**src/rtl/core/assert_macros.svh**
```systemverilog
// assertion macros shared by the pid derivative block
// expects a clock named clock and an active-high reset named reset in scope
`ifndef ASSERT_MACROS_SVH
`define ASSERT_MACROS_SVH

// plain property checked at every edge outside reset
`define PFD_ASSERT(label, prop, msg) \
   label: assert property (@(posedge clock) disable iff (reset) (prop)) else $error(msg);

// antecedent in one cycle implies consequent in the next
`define PFD_ASSERT_NEXT(label, ante, cons, msg) \
   label: assert property (@(posedge clock) disable iff (reset) (ante) |=> (cons)) else $error(msg);

`endif

```
**src/rtl/core/pfd_pkg.sv**
```systemverilog
// types and constants of the pid filtered derivative block
// no dependencies
package pfd_pkg;

   localparam int DATA_W    = 32;
   localparam int MUL_W     = 33;
   localparam int PROD_W    = 66;
   localparam int FRAC_BITS = 16;
   localparam int CNT_W     = 6;
   localparam int ALPHA_W   = 17;
   localparam int CSR_IDX_W = 3;

   // 0.001 s in q16.16
   localparam logic signed [DATA_W-1:0] DT_FALLBACK = 32'sd66;
   localparam logic signed [DATA_W-1:0] S32_MAX     = 32'sh7fff_ffff;
   localparam logic signed [DATA_W-1:0] S32_MIN     = 32'sh8000_0000;

   // quotient bits produced per division
   localparam logic [CNT_W-1:0] DIV_SLOPE_BITS = 6'd32;
   localparam logic [CNT_W-1:0] DIV_ALPHA_BITS = 6'd17;

   // register map
   localparam logic [CSR_IDX_W-1:0] CSR_GAIN_P    = 3'd0;
   localparam logic [CSR_IDX_W-1:0] CSR_GAIN_I    = 3'd1;
   localparam logic [CSR_IDX_W-1:0] CSR_GAIN_D    = 3'd2;
   localparam logic [CSR_IDX_W-1:0] CSR_FILTER_TC = 3'd3;
   localparam logic [CSR_IDX_W-1:0] CSR_INT_LIMIT = 3'd4;
   localparam logic [CSR_IDX_W-1:0] CSR_DRIVE_MIN = 3'd5;
   localparam logic [CSR_IDX_W-1:0] CSR_DRIVE_MAX = 3'd6;
   localparam logic [CSR_IDX_W-1:0] CSR_LIMITS_EN = 3'd7;

   typedef enum logic [3:0] {
      ST_IDLE,
      ST_MUL_INT,
      ST_INTEG,
      ST_SLOPE,
      ST_ALPHA,
      ST_DERIV,
      ST_MUL_I,
      ST_MUL_D,
      ST_ACC_D,
      ST_DRIVE
   } state_type;

   typedef struct packed {
      logic             start;
      logic [CNT_W-1:0] count;
   } div_req_type;

   typedef struct packed {
      logic mul_en;
      logic acc_en;
      logic acc_clr;
   } mac_ctl_type;

endpackage

```
**src/rtl/core/pfd_mac.sv**
```systemverilog
// shared registered multiplier with a 66-bit accumulator behind it
// depends on pfd_pkg
module pfd_mac (
   input  logic                               clock,
   input  pfd_pkg::mac_ctl_type               ctl,
   input  logic signed [pfd_pkg::MUL_W-1:0]   op_a,
   input  logic signed [pfd_pkg::MUL_W-1:0]   op_b,
   output logic signed [pfd_pkg::PROD_W-1:0]  prod,
   output logic signed [pfd_pkg::PROD_W-1:0]  acc
);

   logic signed [pfd_pkg::PROD_W-1:0] prod_ff, prod_in;
   logic signed [pfd_pkg::PROD_W-1:0] acc_ff, acc_in;

   assign prod = prod_ff;
   assign acc  = acc_ff;

   always_comb begin
      prod_in = op_a * op_b;
      acc_in  = (ctl.acc_clr ? '0 : acc_ff) + prod_ff;
   end

   always_ff @(posedge clock) begin
      if (ctl.mul_en) begin
         prod_ff <= prod_in;
      end
      if (ctl.acc_en) begin
         acc_ff <= acc_in;
      end
   end

endmodule

```
**config.mk**
```make
export PLATFORM = sky130hd
export DESIGN_NAME = pfd_mac
export DESIGN_NICKNAME = d
export VERILOG_FILES = /design/src/rtl/core/assert_macros.svh /design/src/rtl/core/pfd_pkg.sv /design/src/rtl/core/pfd_mac.sv
export SDC_FILE = /design/constraint.sdc
export NUM_CORES = 2
export LEC_CHECK = 0
export ABC_AREA = 1
export CORE_MARGIN = 2
export CORE_UTILIZATION = 40
export CTS_BUF_LIST = sky130_fd_sc_hd__clkbuf_4 sky130_fd_sc_hd__clkbuf_8
export DETAILED_ROUTE_END_ITERATION = 8
export DONT_BUFFER_PORTS = 1
export PLACE_DENSITY = 0.62
export SLEW_MARGIN = 20
export SYNTH_ARGS = -nofsm -noshare
export SYNTH_HDL_FRONTEND = slang
export SYNTH_SLANG_ARGS = --single-unit
```
**constraint.sdc**
```tcl
create_clock -name clock -period 14.1 [get_ports clock]
set_input_delay 0.705 -clock clock [delete_from_list [all_inputs] [get_ports clock]]
set_output_delay 0.705 -clock clock [all_outputs]
set_load 0.01 [all_outputs]
```
==> flow_summary.toml <==
[clock_tree]
cts.clk_slew.worst_paths_ns = 0.11
ctsResizeCount = 0
clock_latency_ns = 0.51
cts_tree = "built"
cts_max_level = 4
cts_setup_buffers = 0
clockBufferDepth = 2
root_buffer = "clkbuf_8"
tritoncts.num_buffers = 17
hold_buffers = 0
clkSinkCount = 132

[logic_synthesis]
synth.largest_area_cell = "fa_1"
yosysUniqueCellTypes = 36
ys_seq_area_share_pct = 7.714
syn-cell-area_sq_um = 51380
synth-seq-cells = 132
synth.area.top_cells = "fa_1 45%, inv_1 15%, nand2_1 14%"
syn-mean-instance-area_sq_um = 7.591
ys_warn_count = 0
synth_top_area_share_pct = 44.65
synth_nets = 8267
syn-instance-count = 6769

[setup_path]
cp_data_required_time_ns = 14.36
start_kind = "primary input"
max_stage_delay_ns = 0.81
arrival_ns = 7.69
critical-path-top-delay-family = "adder cells"
crit_path_end_kind = "register"
critPathMostFrequentCell = "fa_1"
cp_max_fo = 33
path_buf_inv = 6
crit_slowest_cell = "fa_1"
crit_path_cell_trace = "nand2_1 -> inv_1 -> fa_1 -> fa_1 -> fa_2 -> fa_1 -> inv_1 -> fa_1 -> inv_1 -> fa_1 -> fa_1 -> inv_1 -> fa_1 -> inv_1 -> ha_1 -> nand2_1 -> nor2_1 -> inv_1 -> nor2_1 -> nand2_1 -> nor4_2 -> nand2_1 -> nand4_1 -> nand2_1"
crit_type = "in2reg"

[final_layout]
area_growth_syn_to_layout_pct = 2.905
drive_above_1_share_pct = 1.684
nets = 8017
n_antenna_cell = 0
fin_area_sq_um = 52880
fillers = 12987

[placement]
dp_hpwl_mm = 134.4
routabilityCongestion = 0.9649
pre_cts_ws_ns = 5.946
portBuffers = 0
placed_area_sq_um = 52460

[die]
die-area_sq_um = 131300
die_y_um = 362.4
ios = 202
dieWidth_um = 362.4
core-area_sq_um = 127500
initial_utilization_pct = 40.30
row_count = 131

[sta]
worstMarginPinSlew_ns = 0.6595
setup_ws_ns = 6.671
hold_viol_final = 0
fin_tns_setup_ns = 0
final-max-slew-violation-count = 0
rsz0062_at_grt = "no"
fmax_ghz = 0.1346
layout_min_cycle_time_ns = 7.429
finalCritPeriodShare_pct = 52.69
slew_headroom_pct = 55.98
setup_viol = 0
fin_hold_ws_ns = 0.2958
fin_skew_ns = 0.02537

[grt]
antenna_found_initial = 2
grt.overflow.total = 0
grt_pass1_vias = 43895
grt_pass1_wl_mm = 251.9
track_usage_pct = 24.90
grt_max_degree = 67

[routing]
drt_iter0_markers = 2860
route.vias.total = 40408
first_pass_iters = 6
drc = 0
routed_wirelength_mm = 159.8
routedWlPerCell_um = 19.51
vias_per_cell = 4.931
ant_nets = 0

[worst_hold_path]
worstHoldPathType = "in2reg"

[outcome]
outcome = "completed"

[flow_run]
drv_cap = 0
cell usage after synthesis:
master / instances
o21a_1: 4
inv_2: 3
ha_1: 282
nor3_4: 1
nor3_2: 5
fa_1: 1146
clkbuf_1: 268
nand2_1: 1905
nor2_4: 1
a21o_1: 6
o21bai_1: 32
nand3_1: 119
o21ai_2: 1
nand3_4: 1
nand4_1: 42
a21oi_2: 5
xor2_1: 65
a21oi_1: 156
nor2_2: 11
nand3b_1: 3
nand3_2: 5
nand2_2: 33
nor3_1: 15
and2_1: 2
edfxtp_1: 132
inv_1: 2099
buf_1: 2
o21ai_0: 68
a21boi_0: 4
or2_2: 7
o21ai_1: 2
clkinv_1: 2
nor2_1: 327
xnor2_1: 7
nor4_1: 5
nor4_2: 3
layout by cell type, fill, tap and decap left out, drive strengths merged:
cell      instances
edfxtp          132
fa             1146
inv            2111
nand3b            3
nor2            339
ha              282
o21bai           32
or2               7
o21ai            71
clkbuf           17
buf               1
clkinv            7
a21oi           161
a21o              6
xor2             65
xnor2             7
and2              2
nand2          1938
nand4            42
nor4              8
clkinvlp          1
o21a              4
a21boi            4
nand3           125
nor3             21
final timing paths:
check / start / to / slack, ns / cells past startpoint
max: op_b[0] / prod[57]$_DFFE_PP_ / 6.67 / 24
min reg2reg: prod[0]$_DFFE_PP_ / acc[0]$_DFFE_PP_ / 0.71 / 1
max reg2reg: acc[0]$_DFFE_PP_ / acc[50]$_DFFE_PP_ / 11.07 / 16
min: ctl[1] / acc[27]$_DFFE_PP_ / 0.30 / 0
layer usage:
metal	part of all wire, %	track usage (%)	routed length, um	vias to the layer above
met5	0.013	0	20	-
met3	7.2	4.316	11560	245
met2	49	43.46	77820	1347
met4	2.8	6.606	4508	4
met1	41	31.79	65940	20361
li1	-	-	-	18451
kinds of logic after synthesis:
kind of cell,synth area share [%]
AOI/OAI and AO/OA,2.976
xor gates and xnor gates,1.227
adders and majority gates,51.51
buffers and inverters,17.34
DFF,7.714
and+or+nand+nor,19.23
metrics by stage:
stage	utilization (%)	instances
after global placement	41.14	8162
after floorplan	-	6769
after detailed placement	41.14	8162
after global routing	41.47	8194
after CTS	41.46	8194
final	41.47	8194
registers in the layout (all words and copies together) (netlist names):
| register | cells |
|---|---|
| acc | 66 |
| prod | 66 |
area by class of cell:
| type | count | area [sq um] | share of cell area (%) |
|---|---|---|---|
| inverters | 2104 | 7898 | 14.94 |
| repair buffers | 1 | 7.507 | 0.01420 |
| flip-flops and latches | 132 | 3964 | 7.496 |
| clock buffers | 17 | 234.0 | 0.4425 |
| multi-input cells | 4263 | 38510 | 72.83 |
| well taps | 1662 | 2079 | 3.933 |
| clock inverters | 15 | 182.7 | 0.3455 |
Power is not shown: default switching activity piles up to over one toggle a cycle in this logic, so the estimate is an artifact.
