`config.mk`:
```
export PLATFORM = sky130hd
export DESIGN_NAME = pfd_div
export DESIGN_NICKNAME = d
export VERILOG_FILES = /design/src/rtl/core/pfd_pkg.sv /design/src/rtl/core/pfd_div.sv
export VERILOG_INCLUDE_DIRS = /design/src /design/src/rtl/core
export SDC_FILE = /design/constraint.sdc
export NUM_CORES = 1
export LEC_CHECK = 0
export ABC_AREA = 1
export BUFFER_PORTS_ARGS = -buffer_cell sky130_fd_sc_hd__buf_4
export CORE_ASPECT_RATIO = 1.2
export CORE_MARGIN = 3
export CORE_UTILIZATION = 50
export DETAILED_ROUTE_END_ITERATION = 10
export PLACE_DENSITY = 0.75
export SKIP_CTS_REPAIR_TIMING = 1
export SLEW_MARGIN = 25
export SYNTH_ARGS = -nofsm -noshare
export SYNTH_HDL_FRONTEND = slang
export SYNTH_SLANG_ARGS = --single-unit
```
`constraint.sdc`:
```
create_clock -name clock -period 3.14 [get_ports clock]
set_input_delay 0.157 -clock clock [delete_from_list [all_inputs] [get_ports clock]]
set_output_delay 0.157 -clock clock [all_outputs]
set_load 0.01 [all_outputs]
```
`src/rtl/core/assert_macros.svh`:
```
// assertion macros shared by the pid derivative block
// expects a clock named clock and an active-high reset named reset in scope
`ifndef ASSERT_MACROS_SVH
`define ASSERT_MACROS_SVH

// plain property checked at every edge outside reset
`define PFD_ASSERT(label, prop, msg) \
   label: assert property (@(posedge clock) disable iff (reset) (prop)) else $error(msg);

// antecedent in one cycle implies consequent in the next
`define PFD_ASSERT_NEXT(label, ante, cons, msg) \
   label: assert property (@(posedge clock) disable iff (reset) (ante) |=> (cons)) else $error(msg);

`endif

```
`src/rtl/core/pfd_pkg.sv`:
```
// types and constants of the pid filtered derivative block
// no dependencies
package pfd_pkg;

   localparam int DATA_W    = 32;
   localparam int MUL_W     = 33;
   localparam int PROD_W    = 66;
   localparam int FRAC_BITS = 16;
   localparam int CNT_W     = 6;
   localparam int ALPHA_W   = 17;
   localparam int CSR_IDX_W = 3;

   // 0.001 s in q16.16
   localparam logic signed [DATA_W-1:0] DT_FALLBACK = 32'sd66;
   localparam logic signed [DATA_W-1:0] S32_MAX     = 32'sh7fff_ffff;
   localparam logic signed [DATA_W-1:0] S32_MIN     = 32'sh8000_0000;

   // quotient bits produced per division
   localparam logic [CNT_W-1:0] DIV_SLOPE_BITS = 6'd32;
   localparam logic [CNT_W-1:0] DIV_ALPHA_BITS = 6'd17;

   // register map
   localparam logic [CSR_IDX_W-1:0] CSR_GAIN_P    = 3'd0;
   localparam logic [CSR_IDX_W-1:0] CSR_GAIN_I    = 3'd1;
   localparam logic [CSR_IDX_W-1:0] CSR_GAIN_D    = 3'd2;
   localparam logic [CSR_IDX_W-1:0] CSR_FILTER_TC = 3'd3;
   localparam logic [CSR_IDX_W-1:0] CSR_INT_LIMIT = 3'd4;
   localparam logic [CSR_IDX_W-1:0] CSR_DRIVE_MIN = 3'd5;
   localparam logic [CSR_IDX_W-1:0] CSR_DRIVE_MAX = 3'd6;
   localparam logic [CSR_IDX_W-1:0] CSR_LIMITS_EN = 3'd7;

   typedef enum logic [3:0] {
      ST_IDLE,
      ST_MUL_INT,
      ST_INTEG,
      ST_SLOPE,
      ST_ALPHA,
      ST_DERIV,
      ST_MUL_I,
      ST_MUL_D,
      ST_ACC_D,
      ST_DRIVE
   } state_type;

   typedef struct packed {
      logic             start;
      logic [CNT_W-1:0] count;
   } div_req_type;

   typedef struct packed {
      logic mul_en;
      logic acc_en;
      logic acc_clr;
   } mac_ctl_type;

endpackage

```
`src/rtl/core/pfd_div.sv`:
```
// shared radix-2 restoring divider, one quotient bit per clock
// depends on pfd_pkg and assert_macros.svh
`include "assert_macros.svh"

module pfd_div (
   input  logic                                clock,
   input  logic                                reset,
   input  pfd_pkg::div_req_type                req,
   input  logic [pfd_pkg::DATA_W-1:0]          rem_init,
   input  logic [pfd_pkg::DATA_W-1:0]          num_bits,
   input  logic [pfd_pkg::DATA_W-1:0]          divisor,
   output logic                                busy,
   output logic [pfd_pkg::DATA_W-1:0]          quot
);

   logic [pfd_pkg::CNT_W-1:0]  cnt_ff, cnt_in;
   logic [pfd_pkg::DATA_W-1:0] rem_ff, rem_in;
   logic [pfd_pkg::DATA_W-1:0] quot_ff, quot_in;
   logic [pfd_pkg::DATA_W-1:0] div_ff, div_in;
   logic [pfd_pkg::DATA_W:0]   partial;
   logic [pfd_pkg::DATA_W:0]   diff;
   logic                       ge;

   assign busy = (cnt_ff != '0);
   assign quot = quot_ff;

   always_comb begin
      partial = {rem_ff, quot_ff[pfd_pkg::DATA_W-1]};
      ge      = (partial >= {1'b0, div_ff});
      diff    = partial - {1'b0, div_ff};
      cnt_in  = cnt_ff;
      rem_in  = rem_ff;
      quot_in = quot_ff;
      div_in  = div_ff;
      if (req.start) begin
         cnt_in  = req.count;
         rem_in  = rem_init;
         quot_in = num_bits;
         div_in  = divisor;
      end else if (busy) begin
         cnt_in  = cnt_ff - 1'b1;
         rem_in  = ge ? diff[pfd_pkg::DATA_W-1:0] : partial[pfd_pkg::DATA_W-1:0];
         // dividend bits shift out at the top, quotient bits in at the bottom
         quot_in = {quot_ff[pfd_pkg::DATA_W-2:0], ge};
      end
   end

   always_ff @(posedge clock) begin
      if (reset) begin
         cnt_ff <= '0;
      end else begin
         cnt_ff <= cnt_in;
      end
   end

   always_ff @(posedge clock) begin
      rem_ff  <= rem_in;
      quot_ff <= quot_in;
      div_ff  <= div_in;
   end

   `PFD_ASSERT(a_div_no_restart, !(req.start && busy), "divider restarted while busy")
   `PFD_ASSERT(a_div_cnt_range, cnt_ff <= pfd_pkg::DIV_SLOPE_BITS, "divider count out of range")

endmodule

```
==> results by stage <==
Outcome:
- The flow ran to the end, and the final reports show no timing, DRC or antenna violations.

Timing:
- The number of endpoints failing setup at the final stage is 0.
- The max-slew violation total from the final report is 0.
- The highest clock rate is 0.382 GHz.
- The pin slew with the least headroom to its limit is 0.863 ns.
- The number of failing hold endpoints at the final stage was 0.
- The setup TNS is 0 ns.
- The minimum period implied by the final worst setup slack is 2.62 ns.
- Setup repair after global routing left no endpoint under its margin.
- For the final database, setup skew stands at 0.00987 ns.
- In this run the tightest slew margin relative to its limit is 42.5%.
- The least setup slack across all paths after layout is 0.522 ns.
- The final critical path takes up 83.4% of the cycle.

Placement:
- The placer's final routability congestion estimate is 0.917.
- The detailed-placement wirelength estimate is 14400 um.
- The number of buffers added on ports is 137.
- The setup slack after placement is 0.560 ns.

Logic synthesis:
- Ranked by total cell area, the synthesized netlist is headed by sky130_fd_sc_hd__edfxtp_1 (40%), sky130_fd_sc_hd__nand2_1 (23%), sky130_fd_sc_hd__inv_1 (8.4%).
- The top cell type's share of synthesized area is 40.2%.
- The net count of the mapped netlist is 1131.
- The cell area that synthesis handed to floorplanning was 7180 um^2.
- Yosys mapped the design onto 34 distinct sky130hd cell types.
- The average size of a mapped cell is 7.24 um^2.
- Summing the sequential cell areas from Yosys gives 41.8% of the chip area.
- The total number of yosys warnings is 0.
- The biggest area contributor in the post-synthesis netlist is sky130_fd_sc_hd__edfxtp_1.
- Counting flops and latches in the post-synthesis netlist gives 102.
- The gate count of the mapped netlist is 992.

Detailed routing:
- The detailed router placed 6638 vias in this run.
- The DRC marker count from the first detailed-route iteration is 352.
- The remaining design rule violation count is 0.
- Before antenna repair, the detailed router went through 5 iterations.
- The number of nets still failing antenna checks after routing is 0.
- The average via count per standard cell is 4.99.
- After detailed routing, the average wire length per cell comes to 14.6 um.
- Summed over all layers, the routed wires come to 19400 um.

Setup path:
- Together, buffers and inverters on the worst path number 2.
- The peak fanout along the critical path is 17.
- The arrival time reported for the critical path endpoint is 2.74 ns.
- The worst setup path is of the reg -> reg kind.
- The cell family contributing the most delay on the critical path is simple AND/OR/NAND/NOR gates.
- The most numerous cell type found on the critical path is sky130_fd_sc_hd__nand2_1.
- At the worst endpoint, the required time is 3.27 ns.
- The kind of end point of the critical path is a flip-flop.
- The slowest cell on the critical path is sky130_fd_sc_hd__edfxtp_1.
- The element type at the critical path start is a flip-flop.
- For this run, the slowest stage of the critical path takes 0.43 ns.
- Traced cell by cell, the critical path runs through ha_1 > a21oi_1 > nand2_1 > a21oi_1 > nand2_2 > nor2_8 > buf_4 > nand3_2 > nand2_1 > clkinv_1 > nand2_1 > nand2_1.
- The setup slack of the worst register-to-register path is 0.52 ns.

Cells and area:
- The number of nets in the layout is 1294.
- The ratio of cells with drive above 1 in the final layout is 15.9%.
- After filler insertion, the fill cell instance count of the layout stands at 1285.
- The library cell used most frequently in the layout, excluding fill and tap cells, is sky130_fd_sc_hd__nand2_1.
- In the layout the commonest cells are sky130_fd_sc_hd__nand2_1 (439), sky130_fd_sc_hd__inv_1 (159), sky130_fd_sc_hd__buf_4 (142).
- The area overhead of the layout relative to synthesis is 25.2%.
- The repair_antennas step left the layout with diodes totalling 0.

Floorplanning:
- The effective utilization at floorplan is 51.5%.
- The floorplan step set the die height to 137 um.
- The die covers 15800 um^2.
- The core region is 13900 um^2.
- The floorplan has 47 rows.
- 138 I/O pins were placed.
- The floorplan step set the die width to 115 um.

Clock network:
- The H-tree was split into 3 levels.
- The later pin in the worst-skew pair is clocked with a latency of 0.36 ns.
- The library cell used as clock root buffer is sky130_fd_sc_hd__clkbuf_16.
- The clock transition time at the flip-flop clock pins of the worst setup and hold paths is 0.08 ns.
- The number of buffers added by the clock tree synthesis step is 9.
- TritonCTS built the clock tree.
- Counting along the longest clock path gives a buffer depth of 2.
- The clock net in this run drives a total of 102 sinks.

Global routing:
- The number of antenna violations at the first check in global routing is 0.
- The number of global-route vias before repair came to 6400.
- The aggregate global-route resource usage is 24.7%.
- After global routing the overflow that remains totals 0.
- Entering global routing, the biggest net connects 84 pins.
- The first global-routing pass estimated 30300 um of wire.

Power:
- Power comes to 7.43 mW.
- The clock network is responsible for 16.6% of the overall power.
- The analysis attributes to cell leakage a power of 4.78 nW.
- The switching power share of the total is 43.6%.
- The part of the power in combinational logic is 54.6%.
- The internal portion of the total power is 4.19 mW.
- Sequential cells account for 28.8% of the total power.
- Summed over all nets, the switching power comes to 3.24 mW.
- The worst-case IR drop observed on VDD is 362 uV.
- The power per cell area is 827 nW/um^2.

Flow run:
- The tool flagged a number of max-cap violations equal to 0.

Hold path:
- The worst hold-check path type is in -> reg.
[tightest hold or removal path, delay by kind of cell]
kind / cells / cell delay, ns
simple gates: 1 / 0.08
compound gates: 1 / 0.05
buf+inv: 1 / 0.08
[cells in the mapped netlist (all sizes together)]
library cell  number
nand3b            26
nand4             10
edfxtp            96
dfxtp              6
and2               2
fa                 1
clkinv             4
inv              162
o21bai             1
buf               14
xnor2             16
a211oi             3
nand2            447
clkbuf            10
o21ai              2
nor3               3
a21oi             23
nor2              56
nand3             71
o21a               2
ha                33
or2                2
xor2               2
[final timing paths]
kind	start	endpoint	depth (start not counted)
worst max register to register	rem_ff[27]$_DFFE_PP_	rem_ff[31]$_DFFE_PP_	12
worst min-delay path	req[2]	cnt_ff[2]$_SDFFE_PP0P_	3
worst min register to register	cnt_ff[1]$_SDFFE_PP0P_	cnt_ff[1]$_SDFFE_PP0P_	2
worst max-delay path	rem_ff[27]$_DFFE_PP_	rem_ff[31]$_DFFE_PP_	12
[power groups by stage]
stage / sequential (mW) / combinational (mW) / clock, mW
final: 2.14 / 4.06 / 1.23
after global routing: 2.18 / 4.61 / 1.30
after CTS: 2.14 / 4.00 / 1.25
after detailed placement: 2.15 / 3.97 / 0
after global placement: 2.15 / 3.92 / 0
after floorplan: 2.13 / 2.99 / 0
[through the flow]
step / utilization [%] / hold slack [ns] / instance area (um^2) / cells
5_1_grt: 64.5 / 0.0543 / 8990 / 1331
6_report: 64.5 / 0.0443 / 8990 / 1331
2_1_floorplan: - / 0.235 / 7180 / 992
3_5_place_dp: 59.8 / 0.336 / 8340 / 1282
3_3_place_gp: 59.8 / 0.336 / 8340 / 1282
4_1_cts: 62.1 / -0.0423 / 8650 / 1298
[cell type report]
class	count	area (um^2)	share of cell area, %
Sequential cell	102	3000	33.4
Clock buffer	12	236	2.63
Clock inverter	4	77.6	0.863
Inverter	166	624	6.95
Timing Repair Buffer	176	1420	15.8
Multi-Input combinational cell	700	3410	38.0
Tap cell	171	214	2.38
[sequential cells by signal, summed over array words and instances (netlist names)]
| register | cells |
|---|---|
| div_ff | 32 |
| quot | 32 |
| rem_ff | 32 |
| cnt_ff | 6 |
[routing by layer]
layer	part of all wire (%)	GRT usage, %
met1	42	29.7
met2	50	43.4
met3	6.0	5.71
met4	1.9	8.02
met5	0	0
[kinds of logic after synthesis]
| family | synth area share (%) |
|---|---|
| xor+xnor | 2.20 |
| compound gates | 2.37 |
| buf+inv | 10.6 |
| simple gates | 37.0 |
| fa+ha+maj | 6.03 |
| flops | 41.8 |
(Power assumes the default switching activity.)
